`src/hdl/sroe_pkg.sv`:
```
`timescale 1ns / 1ps
// Shared types and constants for the shift register output expander.
// Used by shift_register_output_expander_unit and its testbench; depends on nothing else.
package sroe_pkg;

  // Number of pins held in the shadow and enable stores.
  localparam int MAX_PINS = 32;
  localparam int PIN_W    = (MAX_PINS > 1) ? $clog2(MAX_PINS) : 1;
  localparam int CNT_W    = $clog2(MAX_PINS + 1);

  // Fixed field widths of the interface.
  localparam int MODE_W   = 2;
  localparam int PINIDX_W = 6;
  localparam int FUNC_W   = 2;
  localparam int STATUS_W = 3;
  localparam int CFG_W    = 6;
  localparam int CFGIDX_W = 1;

  // Access kinds; the fourth code is undefined.
  typedef enum logic [MODE_W-1:0] {
    MODE_CFG   = 2'd0,
    MODE_WRITE = 2'd1,
    MODE_READ  = 2'd2
  } mode_e;

  // Pin functions for a configure access.
  typedef enum logic [FUNC_W-1:0] {
    FN_RELEASE = 2'd0,
    FN_OUTPUT  = 2'd1,
    FN_KEEP    = 2'd2,
    FN_INPUT   = 2'd3
  } func_e;

  // Result status codes.
  typedef enum logic [STATUS_W-1:0] {
    ST_OK          = 3'd0,
    ST_BOUNDS      = 3'd1,
    ST_UNSUP       = 3'd2,
    ST_NOT_ENABLED = 3'd3,
    ST_INVALID_FN  = 3'd4
  } status_e;

  // Configuration register indexes.
  typedef enum logic [CFGIDX_W-1:0] {
    CFG_OUT_COUNT = 1'b0,
    CFG_REVERSE   = 1'b1
  } cfg_idx_e;

  // Sequencer states.
  typedef enum logic {
    S_IDLE  = 1'b0,
    S_SHIFT = 1'b1
  } state_e;

  localparam logic [CFG_W-1:0] OUT_COUNT_RESET = 6'd8;

endpackage

```
`src/hdl/shift_register_output_expander_unit.sv`:
```
`timescale 1ns / 1ps
// Top level of the shift register output expander: access decode, shadow
// and enable stores, the chain shift register and the result register.
// Depends on sroe_pkg.
//
// Usage: an access (configure, write or read of one pin) is transferred on
// the input channel when in_valid_i is high and in_stall_o is low. Results
// leave on the output channel when out_valid_o is high and out_stall_i low.
// An access that does not drive the chain gives one result, registered in
// the cycle after the transfer; such accesses can follow each other every
// cycle while the output is not stalled. A write, or a release, copies the
// shadow levels into a shift register and sends one result per chain bit,
// one bit per cycle while the output is not stalled, the final one marked
// by last_o (the latch pulse). The chain length is the output count, capped
// at the store size; the next access is transferred at the edge where the
// last bit leaves. During a shift run the input is stalled. A stall at the
// output holds the current result and freezes the shift run. Reset clears
// all pins to level zero and not enabled, sets the output count to 8 and
// reverse order off. Configuration is written through cfg_we_i, cfg_index_i
// and cfg_wdata_i while idle.
module shift_register_output_expander_unit
  import sroe_pkg::*;
(
  input  logic                clk_i,
  input  logic                rst_ni,
  // Configuration write port
  input  logic                cfg_we_i,
  input  logic [CFGIDX_W-1:0] cfg_index_i,
  input  logic [CFG_W-1:0]    cfg_wdata_i,
  // Access channel
  input  logic                in_valid_i,
  output logic                in_stall_o,
  input  logic [MODE_W-1:0]   mode_i,
  input  logic [PINIDX_W-1:0] pin_index_i,
  input  logic [FUNC_W-1:0]   function_code_i,
  input  logic                push_pull_i,
  input  logic                write_value_i,
  // Result channel
  output logic                out_valid_o,
  input  logic                out_stall_i,
  output logic [STATUS_W-1:0] status_o,
  output logic                read_value_o,
  output logic                shift_bit_o,
  output logic                shift_valid_o,
  output logic                last_o
);

  // Configuration registers.
  logic [CFG_W-1:0] out_count_q;
  logic             reverse_q;

  // Pin stores.
  logic [MAX_PINS-1:0] shadow_q, shadow_d;
  logic [MAX_PINS-1:0] enabled_q, enabled_d;

  // Shift run state.
  state_e              state_q, state_d;
  logic [MAX_PINS-1:0] sr_q, sr_d;
  logic [CNT_W-1:0]    cnt_q, cnt_d;
  status_e             run_status_q, run_status_d;

  // Result register.
  logic                out_valid_q, out_valid_d;
  status_e             status_q, status_d;
  logic                rd_q, rd_d;
  logic                bit_q, bit_d;
  logic                sv_q, sv_d;
  logic                last_q, last_d;

  // Decode signals.
  logic             accept;
  logic             out_free;
  logic [CNT_W-1:0] chain_len;
  logic [PIN_W-1:0] pidx;
  logic             in_bounds;
  logic             dec_shift;
  status_e          dec_status;
  logic             dec_rd;
  logic [MAX_PINS-1:0] load_vec;

  // The result register is free when empty or when its result leaves now.
  assign out_free   = !out_valid_q || !out_stall_i;
  assign in_stall_o = (state_q != S_IDLE) || !out_free;
  assign accept     = in_valid_i && !in_stall_o;

  // Configuration writes.
  always_ff @(posedge clk_i or negedge rst_ni) begin
    if (!rst_ni) begin
      out_count_q <= OUT_COUNT_RESET;
      reverse_q   <= 1'b0;
    end else if (cfg_we_i) begin
      unique case (cfg_idx_e'(cfg_index_i))
        CFG_OUT_COUNT: out_count_q <= cfg_wdata_i;
        CFG_REVERSE:   reverse_q   <= cfg_wdata_i[0];
      endcase
    end
  end

  // Chain length is the output count capped at the store size.
  always_comb begin
    if (int'(out_count_q) > MAX_PINS) begin
      chain_len = CNT_W'(MAX_PINS);
    end else begin
      chain_len = CNT_W'(out_count_q);
    end
  end

  assign pidx      = pin_index_i[PIN_W-1:0];
  assign in_bounds = (int'(pin_index_i) < int'(out_count_q)) &&
                     (int'(pin_index_i) < MAX_PINS);

  // Access decode and store updates.
  always_comb begin
    shadow_d   = shadow_q;
    enabled_d  = enabled_q;
    dec_shift  = 1'b0;
    dec_status = ST_OK;
    dec_rd     = 1'b0;
    unique case (mode_e'(mode_i))
      MODE_CFG: begin
        if (!in_bounds) begin
          dec_status = ST_BOUNDS;
        end else begin
          unique case (func_e'(function_code_i))
            FN_INPUT: dec_status = ST_UNSUP;
            FN_RELEASE: begin
              shadow_d[pidx]  = 1'b0;
              enabled_d[pidx] = 1'b0;
              dec_shift       = 1'b1;
              dec_status      = push_pull_i ? ST_OK : ST_UNSUP;
            end
            FN_OUTPUT, FN_KEEP: begin
              if (push_pull_i) begin
                enabled_d[pidx] = 1'b1;
              end else begin
                dec_status = ST_UNSUP;
              end
            end
          endcase
        end
      end
      MODE_WRITE: begin
        if (!in_bounds) begin
          dec_status = ST_BOUNDS;
        end else if (!enabled_q[pidx]) begin
          dec_status = ST_NOT_ENABLED;
        end else begin
          shadow_d[pidx] = write_value_i;
          dec_shift      = 1'b1;
        end
      end
      MODE_READ: begin
        if (!in_bounds) begin
          dec_status = ST_BOUNDS;
        end else if (!enabled_q[pidx]) begin
          dec_status = ST_NOT_ENABLED;
        end else begin
          dec_rd = shadow_q[pidx];
        end
      end
      default: dec_status = ST_UNSUP;
    endcase
  end

  // In reverse order the highest chain pin is aligned to the top bit.
  always_comb begin
    if (reverse_q) begin
      load_vec = shadow_d << (CNT_W'(MAX_PINS) - chain_len);
    end else begin
      load_vec = shadow_d;
    end
  end

  // Sequencer: next state, shift register and result register.
  always_comb begin
    state_d      = state_q;
    sr_d         = sr_q;
    cnt_d        = cnt_q;
    run_status_d = run_status_q;
    out_valid_d  = out_valid_q && out_stall_i;
    status_d     = status_q;
    rd_d         = rd_q;
    bit_d        = bit_q;
    sv_d         = sv_q;
    last_d       = last_q;
    unique case (state_q)
      S_IDLE: begin
        if (accept) begin
          if (dec_shift) begin
            sr_d         = load_vec;
            cnt_d        = chain_len;
            run_status_d = dec_status;
            state_d      = S_SHIFT;
          end else begin
            out_valid_d = 1'b1;
            status_d    = dec_status;
            rd_d        = dec_rd;
            bit_d       = 1'b0;
            sv_d        = 1'b0;
            last_d      = 1'b1;
          end
        end
      end
      S_SHIFT: begin
        if (out_free) begin
          out_valid_d = 1'b1;
          status_d    = run_status_q;
          rd_d        = 1'b0;
          sv_d        = 1'b1;
          last_d      = (cnt_q == CNT_W'(1));
          if (reverse_q) begin
            bit_d = sr_q[MAX_PINS-1];
            sr_d  = sr_q << 1;
          end else begin
            bit_d = sr_q[0];
            sr_d  = sr_q >> 1;
          end
          cnt_d = cnt_q - CNT_W'(1);
          if (cnt_q == CNT_W'(1)) begin
            state_d = S_IDLE;
          end
        end
      end
      default: state_d = S_IDLE;
    endcase
  end

  // Control and store registers.
  always_ff @(posedge clk_i or negedge rst_ni) begin
    if (!rst_ni) begin
      state_q     <= S_IDLE;
      out_valid_q <= 1'b0;
      shadow_q    <= '0;
      enabled_q   <= '0;
      cnt_q       <= '0;
    end else begin
      state_q     <= state_d;
      out_valid_q <= out_valid_d;
      cnt_q       <= cnt_d;
      if (accept) begin
        shadow_q  <= shadow_d;
        enabled_q <= enabled_d;
      end
    end
  end

  // Payload registers.
  always_ff @(posedge clk_i) begin
    sr_q         <= sr_d;
    run_status_q <= run_status_d;
    status_q     <= status_d;
    rd_q         <= rd_d;
    bit_q        <= bit_d;
    sv_q         <= sv_d;
    last_q       <= last_d;
  end

  assign out_valid_o   = out_valid_q;
  assign status_o      = status_q;
  assign read_value_o  = rd_q;
  assign shift_bit_o   = bit_q;
  assign shift_valid_o = sv_q;
  assign last_o        = last_q;

`ifndef SYNTHESIS
  // A shift run never sits with an empty bit count.
  a_cnt_nonzero: assert property (@(posedge clk_i) disable iff (!rst_ni)
    state_q == S_SHIFT |-> cnt_q != '0)
    else $error("shift run with zero remaining bits");

  // A result that carries no chain pulse always closes its access.
  a_single_last: assert property (@(posedge clk_i) disable iff (!rst_ni)
    out_valid_q && !sv_q |-> last_q)
    else $error("non-shift result without last");

  // Chain results never report a read level.
  a_shift_no_rd: assert property (@(posedge clk_i) disable iff (!rst_ni)
    out_valid_q && sv_q |-> !rd_q)
    else $error("read level on a chain result");

  // A shifting access starts a run on the next cycle.
  a_run_start: assert property (@(posedge clk_i) disable iff (!rst_ni)
    accept && dec_shift |=> state_q == S_SHIFT && !out_valid_q ||
      state_q == S_SHIFT && out_valid_q && sv_q)
    else $error("shifting access did not start a run");

  // The final chain bit returns the sequencer to idle with last set.
  a_run_end: assert property (@(posedge clk_i) disable iff (!rst_ni)
    state_q == S_SHIFT && out_free && cnt_q == CNT_W'(1) |=>
      state_q == S_IDLE && out_valid_q && last_q)
    else $error("shift run did not end on its last bit");
`endif

endmodule

```
`config.mk`:
```
export PLATFORM = sky130hd
export DESIGN_NAME = shift_register_output_expander_unit
export DESIGN_NICKNAME = d
export VERILOG_FILES = /design/src/hdl/sroe_pkg.sv /design/src/hdl/shift_register_output_expander_unit.sv
export SDC_FILE = /design/constraint.sdc
export NUM_CORES = 1
export LEC_CHECK = 0
export BUFFER_PORTS_ARGS = -buffer_cell sky130_fd_sc_hd__buf_2
export CAP_MARGIN = 20
export CORE_MARGIN = 2
export CORE_UTILIZATION = 60
export CTS_CLUSTER_DIAMETER = 150
export DETAILED_ROUTE_END_ITERATION = 7
export MAX_ROUTING_LAYER = met4
export PLACE_DENSITY = 0.75
export SLEW_MARGIN = 20
export SYNTH_ARGS = -nofsm -noshare
export SYNTH_HDL_FRONTEND = slang
export SYNTH_SLANG_ARGS = --single-unit
```
`constraint.sdc`:
```
create_clock -name clk_i -period 11.1 [get_ports clk_i]
set_clock_uncertainty 0.2 [all_clocks]
set_input_delay 0 -clock clk_i [delete_from_list [all_inputs] [get_ports clk_i]]
set_output_delay 0 -clock clk_i [all_outputs]
set_load 0.005 [all_outputs]
```
==> results of run 1 <==
==> report_power, final <==
group / leakage, nW / internal (W) / total, W / switching, W
clock: 0.284 / 0.000316 / 0.000543 / 0.000227
sequential: 1.45 / 0.000584 / 0.000653 / 0.0000691
combinational: 2.46 / 0.000281 / 0.000795 / 0.000514
total: 4.20 / 0.00118 / 0.00199 / 0.000810
==> synth_stat cells (12+ instances only) <==
cell type	count	area share
a21oi_1	54	0.028
edfxtp_1	40	0.13
nand2b_1	15	0.0099
nand2_1	143	0.056
buf_1	12	0.0047
clkbuf_1	61	0.024
ha_1	14	0.018
nor2_1	110	0.043
mux2_2	59	0.070
dfrtp_1	78	0.21
nor3_1	21	0.011
a22oi_1	19	0.015
o211ai_1	22	0.017
mux2i_1	81	0.085
nand3_1	39	0.021
o21ai_0	74	0.039
inv_1	23	0.0091
a211oi_1	13	0.010
==> path summary, 6_finish.rpt <==
check                                             endpoint      startpoint  cells past startpoint  slack, ns
worst max-delay path                              sr_q[28]  out_count_q[5]                     12       6.19
worst min-delay path                           shadow_q[0]      in_valid_i                      5       0.03
worst max register to register                    sr_q[28]  out_count_q[5]                     12       6.19
worst min register to register                        flop            flop                      1       0.31
max in group asynchronous                     shadow_q[10]          rst_ni                      3       9.58
min in group asynchronous       asynchronous set/reset pin          rst_ni                      3       0.09
==> logic make-up (layout without fill, tap and decap cells) <==
group | Yosys count | count (layout) | share of synthesized area
other | 1 | 1 | 0.0003944
AOI/OAI and AO/OA | 317 | 317 | 0.2303
buffers and inverters | 111 | 135 | 0.04881
adders and majority gates | 14 | 14 | 0.01842
muxes | 151 | 151 | 0.1812
xor gates and xnor gates | 3 | 3 | 0.002764
DFF | 119 | 119 | 0.3343
and+or+nand+nor | 381 | 381 | 0.1838
==> cell type report <==
class	instances	area share
clock buffers	19	0.04183
multi-input cells	867	0.5572
clock inverters	13	0.01146
flip-flops and latches	119	0.3004
well taps	216	0.02553
inverters	24	0.008509
repair buffers	79	0.05507
==> routing by layer <==
| metal | part of all wire | track usage |
|---|---|---|
| met1 | 0.41 | 0.5549 |
| met2 | 0.43 | 0.5771 |
| met3 | 0.13 | 0.1128 |
| met4 | 0.035 | 0.1512 |
| met5 | 0 | - |
==> cell usage in the layout, fill, tap and decap left out, types with 21 or more instances in the layout <==
cell type,n
nand2_1,143
nor2_1,110
mux2i_1,81
dfrtp_1,77
o21ai_0,74
mux2_2,59
a21oi_1,54
edfxtp_1,40
nand3_1,39
buf_2,31
dlygate4sd3_1,27
inv_1,23
o211ai_1,22
buf_4,21
==> metrics by stage <==
step	cell area [µm²]	instances	power, W
2_1_floorplan	9509	1097	0.001177
3_3_place_gp	9743	1277	0.001398
3_5_place_dp	9743	1277	0.001404
4_1_cts	10580	1336	0.001951
5_1_grt	10590	1337	0.002071
6_report	10590	1337	0.001992
==> timing repair <==
| action | in CTS | in global routing |
|---|---|---|
| hold buffers | 27 | 0 |
| endpoints found under the hold margin | 91 | 0 |
| endpoints found under the setup margin | 0 | 0 |
| gates resized for setup | 0 | 0 |
==> worst min-delay path: cells and delay by family <==
kind / cells / cell delay (ns)
AO/OA/AOI/OAI: 1 / 0.06
buffers and inverters: 2 / 0.39
AND/OR/NAND/NOR: 2 / 0.17
==> summary.md, run 1 <==
| Metric | Value |
|---|---|
| Status | `complete, no violations` |
| EDFF count, synth | `40` |
| Share of synthesized registers carrying an async set or reset | `0.6639` |
| Multi-input gate area | `a little under 0.006 mm²` |
| Fill cells | `approximately 1300` |
| CTS Buf Count | `17` |
| Area of the die | `0.01687 mm²` |
| Fin. max-slew vios | `0` |
| Max cap viols | `0` |
| Cell family with most CP delay | `simple AND/OR/NAND/NOR gates` |
| CTS sink cnt | `119` |
| Period utilization | `0.4426` |
| Rows | `46` |
| GP Congestion | `1.042` |
| Synthesized area | `0.009509 mm²` |
| WL final | `32830 µm` |
| Worst-Margin Slew | `1.028 ns` |
| Normalized max-slew margin | `0.3123` |
| Power per cell area | `188.1 mW/mm²` |
| Final HPWL DP | `~22000 µm` |
| Vias in the first global route | `8693` |
| Setup CP Type | `flop to flop` |
| Area growth from synthesis to layout | `11.34%` |
| Vias | `between 9000 and 10000` |
| Slowest library cell on the worst path | `nor3_4` |
| Die Wd | `between 100 and 150 µm` |
| P_leak | `4.198 nW` |
| Synth Flop Type | `dfrtp_1` |
| Post-Synthesis Cells | `approximately 1100` |
| Place WS | `roughly 6.2 ns` |
| Unrepaired setup endpoints after global routing | `false` |
| Die height | `129.9 µm` |
| Largest net degree at the start of global routing | `between 60 and 70` |
| H-tree depth | `4` |
| Distinct cells, synth | `87` |
| Crit start category | `flop` |
| Postcts setup bufs | `0` |
| Setup TNS | `0 ns` |
| Worst path cell trace | `inv_1 > ha_1 > a211oi_1 > o21ai_1 > buf_4 > nor3_4 > a22oi_1 > mux2_2 > mux2i_1 > nor4_1 > or4_1 > o211ai_1` |
| DRT Pass-1 Iters | `6` |
| I/O Buffers | `31` |
| Residual DRC | `0` |
| CP Capture Type | `flop` |
| Achievable frequency | `between 0.2 and 0.25 GHz` |
| Clock slew at reported path FFs | `~0.06 ns` |
| Routed Antenna Nets | `0` |
| Hold crit path type | `input port to flop` |
| Setup violators final | `0` |
| Worst path bufs/invs | `2` |
| Worst skew pair latency | `0.44 ns` |
| CTS tree | `yes` |
| Synthesized Nets | `1135` |
| Arrival time worst endpoint | `4.99 ns` |
| Initial Util | `0.6052` |
| Post-route worst setup slack | `6.188 ns` |
| Fin. Hold Viols | `0` |
| GRT overflow | `0` |
| Wire length per cell | `24.55 µm` |
| Register bit total from synthesis | `119` |
| Nets | `around 1100` |
| Avg Inst Size Synth | `roughly 8.7 µm²` |
| Sequential area share after synthesis | `0.3343` |
| Core Region | `0.01571 mm²` |
| Layout Utilization | `0.6738` |
| Max clock buf depth | `2` |
| Share of cells above drive strength 1 | `0.1650` |
| Crit path time final | `4.912 ns` |
| Peak supply drop | `131.2 µV` |
| Worst-path fanout max | `24` |
| Seq. cell area | `0.003181 mm²` |
| First-pass GRT wire length | `50100 µm` |
| GRT Util Overall | `0.4063` |
| Initial antenna violation count | `0` |
| Max stage delay on crit path | `0.82 ns` |
| Via/cell ratio | `between 7 and 8` |
| Ports | `33` |
| Critical path required time | `around 11 ns` |
| DRT iter0 DRCs | `1562` |
| CTS root buf | `clkbuf_16` |
| Ant. Diodes | `0` |
| YS warnings | `0` |
| Fin Hold WS | `0.03466 ns` |
(Power assumes the default switching activity.)
==> run 2: changes to the inputs <==
- CORE_UTILIZATION: 60 -> 58
- PLACE_DENSITY: 0.75 -> 0.76
- clock period: 11.1 -> 4.1 ns (I/O delays scaled with it)
==> run 2 against run 1 <==
The run now ends with negative hold slack left. Sequential share of layout area decreased by 2.3 points. Die area increased by 3.3%. Core utilization increased by 4.5 points. Via count increased by 6.3%. Setup slack got worse by 6.1 ns. Routed wire length increased by 9.8%. Cell count increased by 7.5%. Largest cell class unchanged.
==> summary.md, run 2 (synthesized netlist as in run 1, its figures left out) <==
| Metric | Value |
|---|---|
| Ant. Diodes | `0 (unchanged)` |
| Worst path depth | `16 (+4)` |
| Setup violators final | `0 (unchanged)` |
| Status | `finished, violations left` |
| Commonest non-fill, non-tap cell in the layout | `nand2_1` |
| Nets | `1246 (+8.7%)` |
| Worst-path fanout max | `16 (-33%)` |
| Fill cells | `1231 (-8.5%)` |
| Area growth from synthesis to layout | `20.45%` |
| CTS Buf Count | `17 (unchanged)` |
| Worst path bufs/invs | `5 (+3)` |
| Place WS | `-0.01921 ns (-6.259 ns)` |
| Register share of total power | `0.315 (-0.013)` |
| Ports | `33 (unchanged)` |
| Final HPWL DP | `26120 µm (+16%)` |
| CTS root buf | `clkbuf_16` |
| Wire length per cell | `25.07 µm (+2.1%)` |
| Fin. max-slew vios | `0 (unchanged)` |
| CTS sink cnt | `119 (unchanged)` |
| Via/cell ratio | `7.001 (-1.1%)` |
| Largest net degree at the start of global routing | `59 (-4.8%)` |
| Sw frac | `0.4153 (+0.008653)` |
| Post-Place Cells | `1375 (+7.7%)` |
| Power per cell area | `492.6 mW/mm² (+160%)` |
| P_leak | `4.672 nW (+11%)` |
| DP Area | `0.01049 mm² (+7.7%)` |
| Internal Power | `0.003299 W (+180%)` |
| Arrival time worst endpoint | `4.05 ns (-0.94 ns)` |
| Max clock buf depth | `2 (unchanged)` |
| GP Congestion | `1.061 (+1.8%)` |
| Rows | `46 (unchanged)` |
| Cell family with most CP delay | `compound AO/OA/AOI/OAI gates` |
| Worst-case reg-to-reg path depth | `14 (+2)` |
| Setup CP Type | `input port to flop` |
| Achievable frequency | `0.2498 GHz` |
| Area of the die | `0.01744 mm² (+3.3%)` |
| Die height | `132.0 µm (+1.7%)` |
| Worst path cell trace | `dlygate4sd3_1 > buf_2 > inv_1 > ha_1 > o21ai_0 > a2111oi_2 > o21ai_1 > buf_6 > a32o_1 > a22oi_2 > buf_4 > mux2_2 > mux2_2 > mux4_2 > and3b_1 > a2111oi_2` |
| Core Region | `0.01594 mm² (+1.5%)` |
| Max cap viols | `0 (unchanged)` |
| DRT iter0 DRCs | `1633 (+4.5%)` |
| Initial Util | `0.5965 (-0.008739)` |
| Post-route worst setup slack | `0.09722 ns (-6.090 ns)` |
| Period utilization | `0.9763` |
| Worst skew pair latency | `0.44 ns (about the same)` |
| Slowest library cell on the worst path | `o21ai_0` |
| Vias | `10060 (+6.3%)` |
| Worst-Margin Slew | `0.8460 ns (-0.1817 ns)` |
| Combinational group share of total power | `0.425 (+0.026)` |
| Setup TNS | `0 ns (unchanged)` |
| Fin. Hold Viols | `27 (+27)` |
| Residual DRC | `0 (unchanged)` |
| CP Capture Type | `flop` |
| P_sw | `0.002343 W (+190%)` |
| WL final | `36030 µm (+9.8%)` |
| I/O Buffers | `31 (unchanged)` |
| Clock slew at reported path FFs | `0.07 ns (about the same)` |
| Initial antenna violation count | `0 (unchanged)` |
| Critical path required time | `4.14 ns (-7.04 ns)` |
| First-pass GRT wire length | `55900 µm (+12%)` |
| H-tree depth | `4 (unchanged)` |
| Routed Antenna Nets | `0 (unchanged)` |
| Crit path time final | `4.003 ns` |
| Peak supply drop | `362.8 µV (+180%)` |
| Die Wd | `132.0 µm (+1.7%)` |
| Fin Hold WS | `-0.02160 ns (-0.05626 ns)` |
| Design Area, Final | `0.01145 mm² (+8.2%)` |
| GRT Util Overall | `0.4304 (+0.02407)` |
| Hold crit path type | `input port to asynchronous set/reset pin` |
| Crit start category | `input port` |
| DRT Pass-1 Iters | `6 (unchanged)` |
| CTS tree | `yes` |
| Failing checks | `negative hold slack` |
| Clock share of power | `0.261 (-0.012)` |
| Share of cells above drive strength 1 | `0.2498 (+0.08476)` |
| GRT overflow | `0 (unchanged)` |
| Finished Layout Cells | `1437 (+7.5%)` |
| Vias in the first global route | `9493 (+9.2%)` |
| Max stage delay on crit path | `0.68 ns (-0.14 ns)` |
| Normalized max-slew margin | `0.4300 (+0.1177)` |
| Commonest non-fill, non-tap cells in the layout | `nand2_1, buf_4, nor2_1` |
[run 2: cell types whose count changed in the layout (fill, tap and decap cells not counted), moves of 3 or more]
cell,previous run,this run
inv_6,2,6
buf_4,21,120
mux2i_2,0,4
mux2i_1,81,75
clkinvlp_4,0,3
clkinv_2,3,0
[run 2: area by class of cell]
| type | instances | area [µm²] | share of cell area |
|---|---|---|---|
| multi-input cells | 867 | 6002 | 0.5240 |
| flip-flops and latches | 119 | 3181 | 0.2777 |
| repair buffers | 179 | 1353 | 0.1181 |
| clock buffers | 17 | 425.4 | 0.03714 |
| well taps | 216 | 270.3 | 0.02360 |
| clock inverters | 15 | 132.6 | 0.01158 |
| inverters | 24 | 90.09 | 0.007865 |
[run 2: path summary, 6_finish.rpt]
| path | slack (ns) | startpoint | to |
|---|---|---|---|
| max in group asynchronous | 2.88 | rst_ni | reverse_q |
| worst max-delay path | 0.1 | mode_i[0] | sr_q[21] |
| worst min register to register | 0.31 | flop | flop |
| worst max register to register | 0.11 | out_count_q[3] | sr_q[21] |
| worst min-delay path | -0.02 | rst_ni | asynchronous set/reset pin |
| min in group clk_i | 0.04 | function_code_i[1] | run_status_q[1] |
[run 2: routing by layer]
layer  global-route usage  vias up  routed length [µm]
met1               0.5633     4816               14070
met3               0.1380      133                4792
met5                    -        -                   0
met4               0.1703        0                1457
li1                     -     4351                   -
met2               0.6201      761               15710
[run 2: stage by stage]
stage | utilization | power [W]
2_1_floorplan | - | 0.003186
4_1_cts | 0.7106 | 0.005475
6_report | 0.7184 | 0.005642
5_1_grt | 0.7184 | 0.005862
3_3_place_gp | 0.6581 | 0.003983
3_5_place_dp | 0.6581 | 0.003998
[run 2: timing repair]
action | in CTS | in global routing
pin swaps | 0 | 6
gates resized for setup | 3 | 24
cloned | 0 | 0
buffers inserted | 0 | 3
hold endpoints to repair | 76 | 0
hold buffers | 27 | 0
endpoints found under the setup margin | 1 | 28
[run 2: worst reg2reg max path, cell delays in order, from the launching register on]
cell,delay [ns]
dfstp_2,0.55
inv_1,0.05
ha_1,0.18
a21o_1,0.19
a211oi_2,0.29
o21ai_2,0.17
buf_4,0.23
o31ai_1,0.34
o21ai_1,0.17
buf_4,0.18
a22oi_1,0.16
nand2_1,0.12
mux4_2,0.47
and3b_1,0.20
a2111oi_2,0.31
[run 2: power by group through the flow]
stage	clock, W	sequential [W]	combinational [W]
floorplan	0	0.00171	0.00148
global placement	0	0.00177	0.00221
detailed placement	0	0.00178	0.00222
CTS	0.00146	0.00176	0.00226
global route	0.00152	0.00179	0.00255
finish	0.00147	0.00178	0.00240
